`config.mk`:
```
export PLATFORM = sky130hd
export DESIGN_NAME = mouse_cursor_tracker
export DESIGN_NICKNAME = d
export VERILOG_FILES = /design/src/mct_pkg.sv /design/src/mct_front.sv /design/src/mct_queue.sv /design/src/mct_back.sv /design/src/mouse_cursor_tracker.sv
export SDC_FILE = /design/constraint.sdc
export NUM_CORES = 1
export LEC_CHECK = 0
export ABC_AREA = 1
export BUFFER_PORTS_ARGS = -buffer_cell sky130_fd_sc_hd__buf_2
export CAP_MARGIN = 40
export CELL_PAD_IN_SITES_DETAIL_PLACEMENT = 0
export CELL_PAD_IN_SITES_GLOBAL_PLACEMENT = 1
export CORE_MARGIN = 1
export CORE_UTILIZATION = 45
export DETAILED_ROUTE_END_ITERATION = 7
export MAX_ROUTING_LAYER = met4
export PLACE_DENSITY = 0.8
export SLEW_MARGIN = 10
export SYNTH_ARGS = -nofsm -noshare
export SYNTH_HDL_FRONTEND = slang
export SYNTH_SLANG_ARGS = --single-unit
```
`constraint.sdc`:
```
create_clock -name clk -period 9.8 [get_ports clk]
set_input_delay 0.98 -clock clk [delete_from_list [all_inputs] [get_ports clk]]
set_output_delay 0.98 -clock clk [all_outputs]
set_load 0.005 [all_outputs]
```
`src/mct_pkg.sv`:
```
`timescale 1ns / 1ps
// ----------------------------------------------------------------------------
// mct_pkg
// Shared types and constants for the mouse cursor tracker.
// ----------------------------------------------------------------------------
package mct_pkg;

	localparam int COORD_BITS  = 12;
	localparam int LIMIT_BITS  = 12;
	localparam int DELTA_BITS  = 9;
	localparam int BTN_COUNT   = 3;
	localparam int QUEUE_DEPTH = 2;
	localparam int QPTR_W      = $clog2(QUEUE_DEPTH);
	localparam int QCNT_W      = $clog2(QUEUE_DEPTH + 1);

	localparam logic [COORD_BITS-1:0] COORD_MAX = '1;

	// status byte bit positions
	localparam int ST_X_SIGN = 4;
	localparam int ST_Y_SIGN = 5;

	// register indexes
	localparam logic REG_H_LIMIT = 1'b0;
	localparam logic REG_V_LIMIT = 1'b1;

	localparam logic [LIMIT_BITS-1:0] H_LIMIT_RST = LIMIT_BITS'(1024);
	localparam logic [LIMIT_BITS-1:0] V_LIMIT_RST = LIMIT_BITS'(768);

	// one classified packet
	typedef struct packed {
		logic [BTN_COUNT-1:0]         down;
		logic [BTN_COUNT-1:0]         up;
		logic signed [DELTA_BITS-1:0] dx;
		logic signed [DELTA_BITS-1:0] dy;
	} item_t;

	typedef struct packed {
		logic full;
		logic empty;
	} q_status_t;

endpackage

```
`src/mct_front.sv`:
```
`timescale 1ns / 1ps
// ----------------------------------------------------------------------------
// mct_front
// Accepts packets, sign-extends the movement bytes and finds button edges.
// ----------------------------------------------------------------------------
module mct_front (
	input  logic                 clk,
	input  logic                 arst_n,
	input  logic                 in_valid,
	output logic                 in_ready,
	input  logic [7:0]           status_byte,
	input  logic [7:0]           x_move,
	input  logic [7:0]           y_move,
	output logic                 push,
	output mct_pkg::item_t       push_item,
	input  logic                 q_full
);
	import mct_pkg::*;

	logic [BTN_COUNT-1:0] held_q;
	logic [BTN_COUNT-1:0] now;

	assign in_ready = !q_full;
	assign push     = in_valid && in_ready;
	assign now      = status_byte[BTN_COUNT-1:0];

	always_comb begin
		push_item.down = now & ~held_q;
		push_item.up   = held_q & ~now;
		push_item.dx   = $signed({status_byte[ST_X_SIGN], x_move});
		push_item.dy   = $signed({status_byte[ST_Y_SIGN], y_move});
	end

	always_ff @(posedge clk or negedge arst_n) begin
		if (!arst_n) begin
			held_q <= '0;
		end else if (push) begin
			held_q <= now;
		end
	end

endmodule

```
`src/mct_queue.sv`:
```
`timescale 1ns / 1ps
// ----------------------------------------------------------------------------
// mct_queue
// Short FIFO of classified words between the front and the back.
// ----------------------------------------------------------------------------
module mct_queue (
	input  logic                 clk,
	input  logic                 arst_n,
	input  logic                 push,
	input  mct_pkg::item_t       push_item,
	input  logic                 pop,
	output mct_pkg::item_t       head,
	output mct_pkg::q_status_t   status
);
	import mct_pkg::*;

	item_t              mem_q [QUEUE_DEPTH];
	logic [QPTR_W-1:0]  wr_ptr_q;
	logic [QPTR_W-1:0]  rd_ptr_q;
	logic [QCNT_W-1:0]  count_q;

	assign head         = mem_q[rd_ptr_q];
	assign status.full  = (count_q == QCNT_W'(QUEUE_DEPTH));
	assign status.empty = (count_q == '0);

	always_ff @(posedge clk) begin
		if (push) begin
			mem_q[wr_ptr_q] <= push_item;
		end
	end

	always_ff @(posedge clk or negedge arst_n) begin
		if (!arst_n) begin
			wr_ptr_q <= '0;
			rd_ptr_q <= '0;
			count_q  <= '0;
		end else begin
			if (push) begin
				wr_ptr_q <= (wr_ptr_q == QPTR_W'(QUEUE_DEPTH - 1)) ? '0 : wr_ptr_q + 1'b1;
			end
			if (pop) begin
				rd_ptr_q <= (rd_ptr_q == QPTR_W'(QUEUE_DEPTH - 1)) ? '0 : rd_ptr_q + 1'b1;
			end
			if (push && !pop) begin
				count_q <= count_q + 1'b1;
			end else if (pop && !push) begin
				count_q <= count_q - 1'b1;
			end
		end
	end

endmodule

```
`src/mct_back.sv`:
```
`timescale 1ns / 1ps
// ----------------------------------------------------------------------------
// mct_back
// Applies queued moves to the cursor position, clamped at zero and at the
// limit; holds the result word until taken. Also holds the limit registers.
// ----------------------------------------------------------------------------
module mct_back (
	input  logic                          clk,
	input  logic                          arst_n,
	input  logic                          cfg_we,
	input  logic                          cfg_index,
	input  logic [mct_pkg::LIMIT_BITS-1:0] cfg_data,
	input  logic                          q_empty,
	input  mct_pkg::item_t                head,
	output logic                          pop,
	output logic                          out_valid,
	input  logic                          out_ready,
	output logic [mct_pkg::COORD_BITS-1:0] cursor_x,
	output logic [mct_pkg::COORD_BITS-1:0] cursor_y,
	output logic [mct_pkg::BTN_COUNT-1:0]  down_edges,
	output logic [mct_pkg::BTN_COUNT-1:0]  up_edges
);
	import mct_pkg::*;

	localparam int SUM_W = COORD_BITS + 2;
	localparam int CMP_W = ((COORD_BITS > LIMIT_BITS) ? COORD_BITS : LIMIT_BITS) + 1;

	logic [LIMIT_BITS-1:0] h_limit_q;
	logic [LIMIT_BITS-1:0] v_limit_q;
	logic [COORD_BITS-1:0] pos_x_q;
	logic [COORD_BITS-1:0] pos_y_q;
	logic [BTN_COUNT-1:0]  down_q;
	logic [BTN_COUNT-1:0]  up_q;
	logic                  out_valid_q;

	logic [COORD_BITS-1:0]   hl;
	logic [COORD_BITS-1:0]   vl;
	logic signed [SUM_W-1:0] x_sum;
	logic signed [SUM_W-1:0] y_sum;
	logic [COORD_BITS-1:0]   x_next;
	logic [COORD_BITS-1:0]   y_next;

	// limits past the coordinate range saturate to the largest coordinate
	function automatic logic [COORD_BITS-1:0] eff_limit(input logic [LIMIT_BITS-1:0] lim);
		logic [CMP_W-1:0] ext;
		ext = CMP_W'(lim);
		if (ext > CMP_W'(COORD_MAX)) begin
			return COORD_MAX;
		end
		return ext[COORD_BITS-1:0];
	endfunction

	// saturate a signed sum into [0, COORD_MAX]
	function automatic logic [COORD_BITS-1:0] cap(input logic signed [SUM_W-1:0] v);
		if (v < 0) begin
			return '0;
		end
		if (v > $signed({2'b00, COORD_MAX})) begin
			return COORD_MAX;
		end
		return v[COORD_BITS-1:0];
	endfunction

	assign pop       = !q_empty && (!out_valid_q || out_ready);
	assign out_valid = out_valid_q;
	assign cursor_x  = pos_x_q;
	assign cursor_y  = pos_y_q;
	assign down_edges = down_q;
	assign up_edges   = up_q;

	always_comb begin
		hl    = eff_limit(h_limit_q);
		vl    = eff_limit(v_limit_q);
		x_sum = $signed({2'b00, pos_x_q}) + SUM_W'(head.dx);
		// screen y grows downward
		y_sum = $signed({2'b00, pos_y_q}) - SUM_W'(head.dy);

		if (head.dx[DELTA_BITS-1]) begin
			x_next = cap(x_sum);
		end else if (x_sum > $signed({2'b00, hl})) begin
			x_next = hl;
		end else begin
			x_next = x_sum[COORD_BITS-1:0];
		end

		if (!head.dy[DELTA_BITS-1]) begin
			y_next = cap(y_sum);
		end else if (y_sum > $signed({2'b00, vl})) begin
			y_next = vl;
		end else begin
			y_next = y_sum[COORD_BITS-1:0];
		end
	end

	always_ff @(posedge clk or negedge arst_n) begin
		if (!arst_n) begin
			h_limit_q <= H_LIMIT_RST;
			v_limit_q <= V_LIMIT_RST;
		end else if (cfg_we) begin
			unique case (cfg_index)
				REG_H_LIMIT: h_limit_q <= cfg_data;
				REG_V_LIMIT: v_limit_q <= cfg_data;
				default: ;
			endcase
		end
	end

	always_ff @(posedge clk or negedge arst_n) begin
		if (!arst_n) begin
			pos_x_q     <= '0;
			pos_y_q     <= '0;
			out_valid_q <= 1'b0;
		end else if (pop) begin
			pos_x_q     <= x_next;
			pos_y_q     <= y_next;
			out_valid_q <= 1'b1;
		end else if (out_ready) begin
			out_valid_q <= 1'b0;
		end
	end

	always_ff @(posedge clk) begin
		if (pop) begin
			down_q <= head.down;
			up_q   <= head.up;
		end
	end

endmodule

```
`src/mouse_cursor_tracker.sv`:
```
`timescale 1ns / 1ps
// ----------------------------------------------------------------------------
// mouse_cursor_tracker
// Tracks PS/2 mouse button edges and a clamped cursor position.
// ----------------------------------------------------------------------------
//  channel  | signals                                   | direction
//  input    | in_valid/in_ready, status_byte, x/y_move  | one packet per word
//  output   | out_valid/out_ready, cursor_x/y, edges    | one result per word
//  config   | cfg_we, cfg_index, cfg_data               | h_limit, v_limit
//
//  One word per cycle sustained while out_ready is high; a result passes
//  through the combinational front classify, the two-entry queue's storage
//  and the back's output registers, which take the new position as it pops;
//  out_valid rises once the back has registered it.
//  The back's position accumulator closes its loop through pos_x_q/pos_y_q.
//  Reset clears the position, button state, queue and output valid; limits
//  return to 1024 and 768. Output stalls back up through the queue to in_ready.
// ----------------------------------------------------------------------------
module mouse_cursor_tracker (
	input  logic                           clk,
	input  logic                           arst_n,
	input  logic                           in_valid,
	output logic                           in_ready,
	input  logic [7:0]                     status_byte,
	input  logic [7:0]                     x_move,
	input  logic [7:0]                     y_move,
	output logic                           out_valid,
	input  logic                           out_ready,
	output logic [mct_pkg::COORD_BITS-1:0] cursor_x,
	output logic [mct_pkg::COORD_BITS-1:0] cursor_y,
	output logic                           left_down_edge,
	output logic                           left_up_edge,
	output logic                           right_down_edge,
	output logic                           right_up_edge,
	output logic                           middle_down_edge,
	output logic                           middle_up_edge,
	input  logic                           cfg_we,
	input  logic                           cfg_index,
	input  logic [mct_pkg::LIMIT_BITS-1:0] cfg_data
);
	import mct_pkg::*;

	logic                 push;
	logic                 pop;
	item_t                push_item;
	item_t                head;
	q_status_t            q_status;
	logic [BTN_COUNT-1:0] down_edges;
	logic [BTN_COUNT-1:0] up_edges;

	mct_front u_front (
		.clk         (clk),
		.arst_n      (arst_n),
		.in_valid    (in_valid),
		.in_ready    (in_ready),
		.status_byte (status_byte),
		.x_move      (x_move),
		.y_move      (y_move),
		.push        (push),
		.push_item   (push_item),
		.q_full      (q_status.full)
	);

	mct_queue u_queue (
		.clk       (clk),
		.arst_n    (arst_n),
		.push      (push),
		.push_item (push_item),
		.pop       (pop),
		.head      (head),
		.status    (q_status)
	);

	mct_back u_back (
		.clk        (clk),
		.arst_n     (arst_n),
		.cfg_we     (cfg_we),
		.cfg_index  (cfg_index),
		.cfg_data   (cfg_data),
		.q_empty    (q_status.empty),
		.head       (head),
		.pop        (pop),
		.out_valid  (out_valid),
		.out_ready  (out_ready),
		.cursor_x   (cursor_x),
		.cursor_y   (cursor_y),
		.down_edges (down_edges),
		.up_edges   (up_edges)
	);

	assign left_down_edge   = down_edges[0];
	assign right_down_edge  = down_edges[1];
	assign middle_down_edge = down_edges[2];
	assign left_up_edge     = up_edges[0];
	assign right_up_edge    = up_edges[1];
	assign middle_up_edge   = up_edges[2];

`ifndef ASSERT_OFF
	a_q_status: assert property (@(posedge clk) disable iff (!arst_n)
		!(q_status.full && q_status.empty))
		else $error("queue both full and empty");

	a_edge_excl: assert property (@(posedge clk) disable iff (!arst_n)
		out_valid |-> ((down_edges & up_edges) == '0))
		else $error("button edge both down and up");

	a_pos_hold: assert property (@(posedge clk) disable iff (!arst_n)
		(out_valid && !out_ready) |=> ($stable(cursor_x) && $stable(cursor_y)))
		else $error("position moved while result stalled");

	a_no_pop_empty: assert property (@(posedge clk) disable iff (!arst_n)
		pop |-> !q_status.empty)
		else $error("pop from empty queue");
`endif

endmodule
```
==> metrics.md <==
| Metric | Value |
|---|---|
| Status | `completed` |
| Row count | `45` |
| Fraction of layout cells with a size suffix above 1 | `16.2%` |
| Syn_nets | `933` |
| CTS H-Tree Depth | `3` |
| Crit path from | `u_queue.rd_ptr_q$_DFFE_PN0P_` |
| Hold buffer count at CTS | `0` |
| Count of cell types in the netlist | `40` |
| Worst min-delay path class | `reg -> reg` |
| ANT cells | `0` |
| Layout fillers | `roughly 1,500` |
| Worst-margin pin slew | `between 700 and 800 ps` |
| CP Max Fanout | `26` |
| First-pass GRT wire length | `25,100 microns` |
| Worst-skew pair later-pin latency | `360 ps` |
| Avg Synthesized Cell Area | `8.31 sq um` |
| GRT Util Overall | `20.8%` |
| Full die area | `0.0159 sq mm` |
| Effective utilization at floorplan | `45.9%` |
| CP top delay family | `simple AND/OR/NAND/NOR gates` |
| CTS tree | `built` |
| Post-cts sizing count | `0` |
| Post-Route Setup TNS | `0 ps` |
| Fmax | `around 220 MHz` |
| Synth Warn # | `0` |
| Largest area contributor in the netlist | `edfxtp_1` |
| Setup Fix Bufs, Post-CTS | `0` |
| Most common cell after layout, fill and taps aside | `nand2_1` |
| Most frequent cells in the layout | `218 x nand2_1, 125 x inv_1, 70 x buf_2` |
| R2r startpoint | `u_queue.rd_ptr_q$_DFFE_PN0P_` |
| Vias in the first global route | `~5,000` |
| Wire length per cell | `13.9 microns` |
| Setup violators final | `0` |
| Final period utilization | `45.8%` |
| Pins Over Slew Limit | `0` |
| Longest Clk Path Bufs | `2` |
| Die Y | `126 microns` |
| Clock Root Buffer | `clkbuf_16` |
| Critical path arrival | `4730 ps` |
| Setup Skew | `roughly 11 ps` |
| Yosys top cell area share | `roughly a quarter` |
| IO Pins | `74` |
| Core ar. | `0.0151 sq mm` |
| Critical Path RT | `10,040 ps` |
| Pre-Repair DR Iteration Count | `6` |
| Synth area leaders | `edfxtp_1 23%, dfrtp_1 19%, nand2_1 12%, ha_1 9.5%, inv_1 6.8%` |
| CTS buffer count | `9` |
| Hold Path Depth | `1` |
| Antenna viol nets, final | `0` |
| Kind of critical path | `reg -> reg` |
| Horiz. Die Dim | `126 microns` |
| Drt drc | `0` |
| Rel. slew slack | `a little under half` |
| Max-Cap Viols | `0` |
| RSZ-0062 raised after global routing | `false` |
| Mapped Cells | `approximately 840` |
| Via density per instance | `4.94` |
| Grt total ovfl | `0` |
| Crit path time final | `between 4000 and 5000 ps` |
| Worst Setup Start Kind | `flop` |
| Crit path buffers/inverters | `7` |
| Hold_sp | `u_queue.count_q[0]$_DFFE_PN0P_` |
| Initial antenna violation count | `0` |
| # port buffers | `70` |
| Sequential-to-total area share from yosys stat | `43.6%` |
| Area Overhead vs Synth | `11.3%` |
| GPL Wtd Cong | `0.847` |
| Final Hold Vio Count | `0` |
| Top FF cell, synth | `edfxtp_1` |
| Most common cell on crit path | `nand2_1` |
| FFs w/ async S/R, synth | `50.9%` |
| Sinks on Clock Net | `110` |
| Cell count of the worst reg-to-reg path | `26` |
| CTS clk-pin slew, worst paths | `80 ps` |
| Critical path depth in cells | `26` |
| Post-synth EDFFs | `54` |
| Initial DRC Count | `between 300 and 400` |
| DRT Wirelength | `15,100 microns` |
| Yosys reg bits | `110` |
| Post-detail-place hpwl | `approximately 11,000 microns` |
| Crit end category | `flop` |
| Via Count | `between 5,000 and 6,000` |
| Critical-path top delay cell | `fa_1` |
| Fin Hold WS | `477 ps` |
| Largest net degree at the start of global routing | `57` |
| CP max stage delay | `410 ps` |
| Synth Cell Area | `0.00695 sq mm` |
| Final Net Count | `995` |
==> layout make-up <==
cell class | count | area, sq um | share of cell area, %
sequential | 110 | 3030 | 39.1
clock buffer | 10 | 229 | 2.96
multi-input combinational | 570 | 3300 | 42.7
clock inverter | 6 | 57.6 | 0.744
tap | 188 | 235 | 3.04
inverter | 132 | 498 | 6.44
timing repair buffer | 75 | 388 | 5.02
==> final timing paths <==
kind	endpoint	slack, ps
worst max-delay path	u_back.cursor_x[7]$_DFFE_PN0P_	5310
worst min-delay path	u_queue.count_q[0]$_DFFE_PN0P_	480
worst max register to register	u_back.cursor_x[7]$_DFFE_PN0P_	5310
worst min register to register	u_queue.count_q[0]$_DFFE_PN0P_	480
max in group asynchronous	u_back.v_limit_q[7]$_DFFE_PN0P_	8520
min in group asynchronous	u_back.h_limit_q[8]$_DFFE_PN0P_	770
==> flip-flops by register name, indices dropped and copies added, names as in the netlist <==
| register | count |
|---|---|
| u_back.out_valid | 1 |
| u_queue.rd_ptr_q | 1 |
| u_front.held_q | 3 |
| u_back.v_limit_q | 12 |
| u_queue.count_q | 2 |
| u_back.cursor_y | 12 |
| u_queue.wr_ptr_q | 1 |
| u_back.up_edges | 3 |
| u_back.h_limit_q | 12 |
| u_back.cursor_x | 12 |
| u_back.down_edges | 3 |
| u_queue.mem_q | 48 |
==> through the flow <==
stage	utilization (%)	area, sq um	instances	worst slack [ps]
after floorplan	-	6950	836	6030
after global placement	49.2	7450	1075	5330
after detailed placement	49.2	7450	1075	5340
after CTS	51.1	7730	1091	5310
after global routing	51.1	7730	1091	4840
final	51.1	7730	1091	5310
==> synth_stat cells (2+ instances only) <==
master / count
a21oi_1: 62
a21oi_2: 11
and2_1: 2
buf_2: 3
buf_6: 4
clkbuf_1: 15
dfrtp_1: 53
dfstp_2: 3
edfxtp_1: 54
fa_1: 2
ha_1: 53
inv_1: 125
inv_2: 5
mux2i_1: 7
nand2_1: 218
nand2_2: 4
nand3_1: 49
nand3_2: 22
nand4_1: 10
nor2_1: 54
nor3_1: 2
o21ai_0: 36
o21bai_1: 6
or2_2: 2
xnor2_1: 7
xor2_1: 13
==> cells by family after synthesis <==
kind of cell,synth area share [%]
compound gates,10.1
simple gates,23.7
flops,43.6
xor+xnor,2.52
fa+ha+maj,10.1
buf+inv,9.01
mux,1.01
==> layer usage <==
| metal | track usage [%] | share of wire [%] | vias up |
|---|---|---|---|
| li1 | - | - | 2842 |
| met1 | 25.8 | 47 | 2458 |
| met2 | 34.6 | 48 | 72 |
| met3 | 3.78 | 2.7 | 14 |
| met4 | 6.09 | 1.7 | 0 |
| met5 | - | 0 | - |
Power is left out: the tool's default activity adds up to more than one toggle a clock period on the data nets, which glitch-free logic cannot reach.
